**src/hdl/skset_pkg.sv**
```systemverilog
package skset_pkg;

  localparam int CAPACITY_DEF = 64;

  localparam logic [1:0] FUNC_INSERT = 2'd0;
  localparam logic [1:0] FUNC_DELETE = 2'd1;
  localparam logic [1:0] FUNC_SEARCH = 2'd2;

  localparam logic [1:0] STATUS_DONE = 2'd0;
  localparam logic [1:0] STATUS_MISS = 2'd1;
  localparam logic [1:0] STATUS_FULL = 2'd2;

  typedef struct packed {
    logic [1:0]         func;
    logic signed [31:0] key;
  } req_t;

  typedef struct packed {
    logic [1:0]         status;
    logic [6:0]         count;
    logic signed [31:0] smallest_key;
    logic signed [31:0] largest_key;
    logic               is_empty;
  } rsp_t;

endpackage

```
**src/hdl/sorted_key_set.sv**
```systemverilog
// Ordered set of up to CAPACITY distinct signed 32-bit keys, held ascending in one
// synchronous RAM (one write port, two registered read ports). Each request runs
// alone: a binary search over the held keys spends a read state and a compare state
// on each probe, because each probe waits on the RAM read. An insert then moves
// every key above the slot up by one and a delete moves them down, with a read and a
// write state per moved key through the single write port; an insert then places the
// new key in one more write state. A final read state and an output state read the
// first and last entry for the response, the output state waiting while a held response
// is stalled. A new request is taken only when the previous one has finished; a
// response may still sit in the output register while the next one starts.
module sorted_key_set
  import skset_pkg::*;
#(
  parameter int CAPACITY = CAPACITY_DEF
) (
  input  logic clk,
  input  logic rst,
  input  logic req_valid,
  output logic req_stall,
  input  req_t req,
  output logic rsp_valid,
  input  logic rsp_stall,
  output rsp_t rsp
);

  localparam int AW = (CAPACITY > 1) ? $clog2(CAPACITY) : 1;
  localparam int CW = $clog2(CAPACITY + 1);

  localparam logic [2:0] S_IDLE     = 3'd0;
  localparam logic [2:0] S_SRCH_RD  = 3'd1;
  localparam logic [2:0] S_SRCH_CMP = 3'd2;
  localparam logic [2:0] S_SH_RD    = 3'd3;
  localparam logic [2:0] S_SH_WR    = 3'd4;
  localparam logic [2:0] S_PUT      = 3'd5;
  localparam logic [2:0] S_FIN_RD   = 3'd6;
  localparam logic [2:0] S_FIN_OUT  = 3'd7;

  logic [31:0] mem [CAPACITY];

  logic [2:0]         state, state_next;
  logic [CW-1:0]      key_count, key_count_next;
  logic [CW-1:0]      lo, lo_next, hi, hi_next, idx, idx_next;
  logic [AW-1:0]      mid, mid_next;
  logic               hit, hit_next;
  logic [1:0]         func, func_next, status, status_next;
  logic signed [31:0] key, key_next;

  logic               we;
  logic [AW-1:0]      wa, ra, rb;
  logic [31:0]        wd, rd_a, rd_b;
  logic [CW:0]        mid_sum;
  logic [CW-1:0]      last_pos;

  always_ff @(posedge clk) begin
    if (we) begin
      mem[wa] <= wd;
    end
    rd_a <= mem[ra];
    rd_b <= mem[rb];
  end

  assign req_stall = (state != S_IDLE);
  assign mid_sum   = {1'b0, lo} + {1'b0, hi};
  assign last_pos  = key_count - CW'(1);

  always_comb begin
    state_next     = state;
    key_count_next = key_count;
    lo_next        = lo;
    hi_next        = hi;
    idx_next       = idx;
    mid_next       = mid;
    hit_next       = hit;
    func_next      = func;
    status_next    = status;
    key_next       = key;
    we             = 1'b0;
    wa             = idx[AW-1:0];
    wd             = rd_a;
    ra             = mid;
    rb             = last_pos[AW-1:0];

    unique case (state)
      S_IDLE: begin
        if (req_valid) begin
          func_next   = req.func;
          key_next    = req.key;
          lo_next     = '0;
          hi_next     = key_count;
          hit_next    = 1'b0;
          status_next = STATUS_DONE;
          state_next  = S_SRCH_RD;
        end
      end
      S_SRCH_RD: begin
        if (lo < hi) begin
          mid_next   = mid_sum[AW:1];
          ra         = mid_sum[AW:1];
          state_next = S_SRCH_CMP;
        end else if (func == FUNC_INSERT) begin
          // lo is the ordered slot of the key
          if (hit) begin
            status_next = STATUS_MISS;
            state_next  = S_FIN_RD;
          end else if (key_count >= CW'(CAPACITY)) begin
            status_next = STATUS_FULL;
            state_next  = S_FIN_RD;
          end else begin
            idx_next   = key_count;
            state_next = (key_count > lo) ? S_SH_RD : S_PUT;
          end
        end else if (func == FUNC_DELETE) begin
          if (!hit) begin
            status_next = STATUS_MISS;
            state_next  = S_FIN_RD;
          end else begin
            idx_next = lo;
            if ({1'b0, lo} + {{CW{1'b0}}, 1'b1} < {1'b0, key_count}) begin
              state_next = S_SH_RD;
            end else begin
              key_count_next = key_count - CW'(1);
              state_next     = S_FIN_RD;
            end
          end
        end else begin
          status_next = hit ? STATUS_DONE : STATUS_MISS;
          state_next  = S_FIN_RD;
        end
      end
      S_SRCH_CMP: begin
        if ($signed(rd_a) < key) begin
          lo_next = CW'(mid) + CW'(1);
        end else begin
          hi_next = CW'(mid);
        end
        if ($signed(rd_a) == key) begin
          hit_next = 1'b1;
        end
        state_next = S_SRCH_RD;
      end
      S_SH_RD: begin
        if (func == FUNC_INSERT) begin
          ra = AW'(idx - CW'(1));
        end else begin
          ra = AW'({1'b0, idx} + {{CW{1'b0}}, 1'b1});
        end
        state_next = S_SH_WR;
      end
      S_SH_WR: begin
        we = 1'b1;
        if (func == FUNC_INSERT) begin
          idx_next   = idx - CW'(1);
          state_next = (idx - CW'(1) > lo) ? S_SH_RD : S_PUT;
        end else begin
          idx_next = idx + CW'(1);
          if ({1'b0, idx} + (CW+1)'(2) < {1'b0, key_count}) begin
            state_next = S_SH_RD;
          end else begin
            key_count_next = key_count - CW'(1);
            state_next     = S_FIN_RD;
          end
        end
      end
      S_PUT: begin
        we             = 1'b1;
        wa             = lo[AW-1:0];
        wd             = key;
        key_count_next = key_count + CW'(1);
        state_next     = S_FIN_RD;
      end
      S_FIN_RD: begin
        ra         = '0;
        state_next = S_FIN_OUT;
      end
      S_FIN_OUT: begin
        // hold the read addresses so the end keys stay put while waiting
        ra = '0;
        if (!rsp_valid || !rsp_stall) begin
          state_next = S_IDLE;
        end
      end
      default: state_next = S_IDLE;
    endcase
  end

  always_ff @(posedge clk) begin
    if (rst) begin
      state     <= S_IDLE;
      key_count <= '0;
    end else begin
      state     <= state_next;
      key_count <= key_count_next;
    end
    lo     <= lo_next;
    hi     <= hi_next;
    idx    <= idx_next;
    mid    <= mid_next;
    hit    <= hit_next;
    func   <= func_next;
    status <= status_next;
    key    <= key_next;
  end

  always_ff @(posedge clk) begin
    if (rst) begin
      rsp_valid <= 1'b0;
    end else if (state == S_FIN_OUT && (!rsp_valid || !rsp_stall)) begin
      rsp_valid <= 1'b1;
    end else if (!rsp_stall) begin
      rsp_valid <= 1'b0;
    end
  end

  always_ff @(posedge clk) begin
    if (state == S_FIN_OUT && (!rsp_valid || !rsp_stall)) begin
      rsp.status <= status;
      rsp.count  <= 7'(key_count);
      if (key_count == '0) begin
        rsp.smallest_key <= '0;
        rsp.largest_key  <= '0;
        rsp.is_empty     <= 1'b1;
      end else begin
        rsp.smallest_key <= rd_a;
        rsp.largest_key  <= rd_b;
        rsp.is_empty     <= 1'b0;
      end
    end
  end

endmodule

```
**config.mk**
```make
export PLATFORM = sky130hd
export DESIGN_NAME = sorted_key_set
export DESIGN_NICKNAME = d
export VERILOG_FILES = /design/src/hdl/skset_pkg.sv /design/src/hdl/sorted_key_set.sv
export SDC_FILE = /design/constraint.sdc
export NUM_CORES = 2
export LEC_CHECK = 0
export BUFFER_PORTS_ARGS = -buffer_cell sky130_fd_sc_hd__buf_2
export CORE_MARGIN = 2
export CORE_UTILIZATION = 35
export CTS_CLUSTER_SIZE = 14
export DETAILED_ROUTE_END_ITERATION = 10
export PLACE_DENSITY_LB_ADDON = 0.2
export SLEW_MARGIN = 20
export SYNTH_ARGS = -nofsm -noshare
export SYNTH_HDL_FRONTEND = slang
export SYNTH_SLANG_ARGS = --single-unit
```
**constraint.sdc**
```tcl
create_clock -name clk -period 13.4 [get_ports clk]
set_clock_uncertainty 0.2 [all_clocks]
set_input_delay 1.34 -clock clk [delete_from_list [all_inputs] [get_ports clk]]
set_output_delay 1.34 -clock clk [all_outputs]
set_load 0.02 [all_outputs]
```
# Word-level counts from Yosys, hierarchy flattened

Memories as Yosys holds them, arrays and structs flattened. A register that Yosys moved wholly into a read port is not among the register bits.
Cells that the tools add are included.

Register bits after elaboration: 149
Memory bits (writable): 2,048
Input port bits: 38
Output and inout port bits: 76
Word-level logic and storage cells: 142
Memories: 1

Add/subtract/negate cells: 9
$lt $le $gt $ge: 7
Equal/unequal tests: 28
Multiplexer cells: 59
Reduce and logical (&&, ||, !) cells: 22

Memory list:

| name | depth | width | rd ports | clocked after memory_dff | wr ports | RTL line             | text |
|---|---|---|---|---|---|---|---|
| mem  | 64    | 32    | 2        | 2                        | 1        | sorted_key_set.sv:38 | `logic [31:0] mem [CAPACITY];` |

Operators with widths:

| kind                                                                | count |
|---|---|
| 7-bit two-way mux                                                   | 18 |
| 7-bit one-hot mux with 2 select lines                               | 3 |
| 3-bit two-way mux                                                   | 13 |
| 32-bit == test                                                      | 1 |
| 32-bit less-than comparator                                         | 1 |
| 32-bit two-way mux                                                  | 1 |
| 3-bit one-hot mux with 8 select lines                               | 1 |
| 2-bit != test (second input constant)                               | 11 |
| 7-bit one-hot mux with 3 select lines                               | 1 |
| 6-bit two-way mux                                                   | 3 |
| 6-bit one-hot mux with 3 select lines                               | 1 |
| 8-bit by 7-bit less-than comparator with 1-bit output               | 2 |
| 7-bit by 1-bit adder with 7-bit output (second input constant)      | 2 |
| 7-bit greater-than comparator                                       | 2 |
| 2-bit two-way mux                                                   | 7 |
| 7-bit by 1-bit subtractor with 7-bit output (second input constant) | 2 |
| 3-bit == test (second input constant)                               | 4 |
| 3-bit != test (second input constant)                               | 4 |
| 1-bit two-way mux                                                   | 9 |
| 3-bit AND reduction                                                 | 3 |
| 7-bit by 1-bit adder with 8-bit output (second input constant)      | 1 |
| 7-bit by 2-bit adder with 8-bit output (second input constant)      | 1 |
| 4-bit != test (second input constant)                               | 2 |
| 8-bit AND reduction                                                 | 1 |
| 23 further kinds                                                    | 31 |

# Longest topological paths before layout

Depth in word-level cells: 8
Gate-level depth with buffers: 18
Mapped depth without buffers: 14

# Worst setup path after synthesis

OpenSTA, ideal clock, no wires.

Kind: input -> register
From: in rsp_stall
To: reg rsp[0] (netlist name), enable pin
Library setup time: 0.532 ns
Data arrival time: 4.983 ns
Required time: 12.668 ns
Setup slack: 7.684 ns
Stages on the path: 1
Path buffers: 0
Cell sequence: a21oi_1

Longest elaborated chain between the ends: 3

RTL lines:

| element           | RTL line              | text |
|---|---|---|
| start, declared   | sorted_key_set.sv:22  | `input logic rsp_stall,` |
| 1-bit zero test   | sorted_key_set.sv:215 | `if (state == S_FIN_OUT && (!rsp_valid \|\| !rsp_stall)) begin` |
| 1-bit logical OR  | sorted_key_set.sv:215 |  |
| 1-bit logical AND | sorted_key_set.sv:215 |  |
| end, declared     | sorted_key_set.sv:23  | `output rsp_t rsp` |

Every way passes these cells.
A chain may end at the register's enable or synchronous reset.

# Worst setup path after layout

From: reg lo[4]
To: reg rd_a[29], read port of mem

Longest elaborated chain between the ends: 3
Elaborated cells between the ends (all ways): 4

RTL lines:

| element                                                   | RTL line                                   | text |
|---|---|---|
| start, declared                                           | sorted_key_set.sv:42                       | `logic [CW-1:0] lo, lo_next, hi, hi_next, idx, idx_next;` |
| start signal, assigned                                    | sorted_key_set.sv:194                      | `lo <= lo_next;` |
| 7-bit adder or 7-bit less-than comparator (tied branches) | sorted_key_set.sv:63, sorted_key_set.sv:96 |  |
| 6-bit two-way mux *                                       | sorted_key_set.sv:96                       | `if (lo < hi) begin` |
| 6-bit one-hot mux with 3 select lines *                   | sorted_key_set.sv:83                       | `unique case (state)` |
| end, declared                                             | sorted_key_set.sv:50                       | `logic [31:0] wd, rd_a, rd_b;` |

Every way passes the cells marked *; elsewhere a longest branch is shown, timed or not.

==> results.cfg <==
[logic_synthesis]
synthArstFlopShare = 0
ys.flop_type = edfxtp_1
netlist_instances = 6596
synth_most_common_cell = edfxtp_1
synthTopCellsByCount = 2186 x edfxtp_1, 832 x mux4_2, 770 x nand2_1, 359 x clkbuf_1, 287 x a21oi_1
syn-cell-area_um2 = 105000
yosysTopAreaCell = edfxtp_1
yosys_warnings = 0
netlist.area_leader.share = 0.622
avgSynthCellArea_um2 = 16.0
synth_nets = 6715
synth-edff-count = 2186
synth_area_leaders = edfxtp_1 62%, mux4_2 18%, nand2_1 2.7%, and3_1 1.5%, dfxtp_1 1.4%
synth_cell_types = 67
ys_seq_elements = 2261
yosysSeqAreaShare = 0.637

[route]
antenna_left = 0
finalWirelength_um = 395000
first_pass_iters = 6
drc_errors = 0
dr_total_vias = 68300
drtIter0Drc = 9892
routedWlPerCell_um = 36.6
viasPerCell = 6.34

[cts]
ctsLongestPathBuffers = 4
clock_latency_ps = 920
cts_tree = done
clkTransAtPathRegs_ps = 60
post_cts_buffers = 0
clock_sinks = 2261
cts_buffers = 238
htreeDepth = 4
hold_buffers = 0
post_cts_resized = 0
cts_root_buffer = clkbuf_16

[timing]
period_minus_slack_ps = 6340
finalHoldViolCount = 0
max_freq_mhz = 158
rsz0062_at_grt = no
slew_headroom = 0.222
slew_violations = 0
setup_violations = 0
worst_pin_slew_ps = 1170
min_period_over_period = 0.473
fin_tns_setup_ps = 0

[die]
core_area_um2 = 300000
core.rowCount = 201
io_pins = 114
die_area_um2 = 306000
start_util = 0.352
die_x_um = 553
die_h_um = 553

[flow_run]
drv_cap = 0

[setup_path]
arrival_ps = 6990
critPathTopFamily = compound AO/OA/AOI/OAI gates
cp-start-kind = register
end_kind = register
crit_path_max_incr_delay_ps = 770
crit_chain = ha_1, a211oi_1, nor2_1, a211o_1, o32a_2, buf_4, nand2_4, buf_12, buf_12, nand2_1, a22oi_1, a221oi_2, a211oi_1, or4_1
crit_path_top_delay_cell = a211oi_1
crit_buf_inv = 3
path_class = reg -> reg
cp_max_fo = 136
required_ps = 14040

[placed_design]
io_buffers = 113
dpl_cell_area_um2 = 112000
routabilityCongestion = 0.870
hpwl_um = 221000

[final_layout]
fin_nets = 6736
layout-drive-gt1-share = 0.242
area_growth_pct = 13.3
nFillCells = 27100
final_area_um2 = 119000

[global_routing]
grt_pass1_wl_um = 544000
grt_pass1_vias = 65700
gr-total-overflow = 0
grt_max_degree = 161
grt_use_total = 0.252
antenna_found_initial = 34

[status]
status = finished, final reports clean

[hold_path]
hp-class = reg -> reg
## layout by cell type, fill, tap and decap left out, drive strengths merged, types with 47 or more instances in the layout
| cell type | n |
|---|---|
| edfxtp | 2186 |
| ha | 80 |
| nor2 | 129 |
| nand2 | 770 |
| a31oi | 98 |
| o21ai | 182 |
| nand3 | 129 |
| clkinv | 107 |
| a21oi | 287 |
| dfxtp | 75 |
| mux2i | 112 |
| a22oi | 123 |
| buf | 311 |
| nand4 | 47 |
| mux4 | 832 |
| clkbuf | 282 |
| and2 | 95 |
| a22o | 54 |
| a211oi | 194 |
| inv | 73 |
| and3 | 250 |
## final timing paths
path              startpoint  slack, ps        to  cells after the start
setup / recovery       lo[4]       7060  rd_a[29]                     14
hold / removal     status[0]        220   rsp[72]                      0
setup reg to reg       lo[4]       7060  rd_a[29]                     14
hold reg to reg    status[0]        220   rsp[72]                      0
## cell type report
| cell class | count | area (um2) | share of cell area |
|---|---|---|---|
| Sequential cell | 2261 | 67100 | 0.562 |
| Clock inverter | 152 | 1430 | 0.0120 |
| Inverter | 69 | 259 | 0.00217 |
| Clock buffer | 282 | 6300 | 0.0528 |
| Tap cell | 3958 | 4950 | 0.0415 |
| Antenna cell | 13 | 32.5 | 0.000272 |
| Timing Repair Buffer | 311 | 2300 | 0.0193 |
| Multi-Input combinational cell | 3736 | 37000 | 0.310 |
## kinds of logic after synthesis
family,Yosys count,synth area share
AOI/OAI and AO/OA,1182,0.0743
xor gates and xnor gates,33,0.00274
adders and majority gates,81,0.00968
buffers and inverters,599,0.0224
DFF,2261,0.637
muxes,947,0.189
and+or+nand+nor,1493,0.0655
## flip-flops by register name, summed over array words and instances (netlist names)
name	flops
key	32
func	2
idx	7
hi	7
rd_b	32
rsp_valid	1
mem	2048
rd_a	32
state	3
mid	6
lo	7
rsp	74
key_count	7
status	2
hit	1
## metrics by stage
stage                     std cells  setup WS [ps]   util  hold slack, ps
final                         10800           7060  0.398             225
after global routing          10800           6880  0.398             251
after CTS                     10800           7230  0.398             226
after detailed placement      10300           7210  0.373             211
after global placement        10300           7110  0.373             213
after floorplan                6596           7680      -             200
## routing by layer
metal / vias to the layer above / part of all wire / GRT usage
li1: 27000 / - / -
met3: 763 / 0.12 / 0.0629
met1: 36100 / 0.39 / 0.348
met4: 16 / 0.040 / 0.0952
met5: - / 0.00029 / 0
met2: 4450 / 0.45 / 0.385
Power is left out: the tool's default activity adds up to more than one toggle a clock period on the data nets, which glitch-free logic cannot reach.
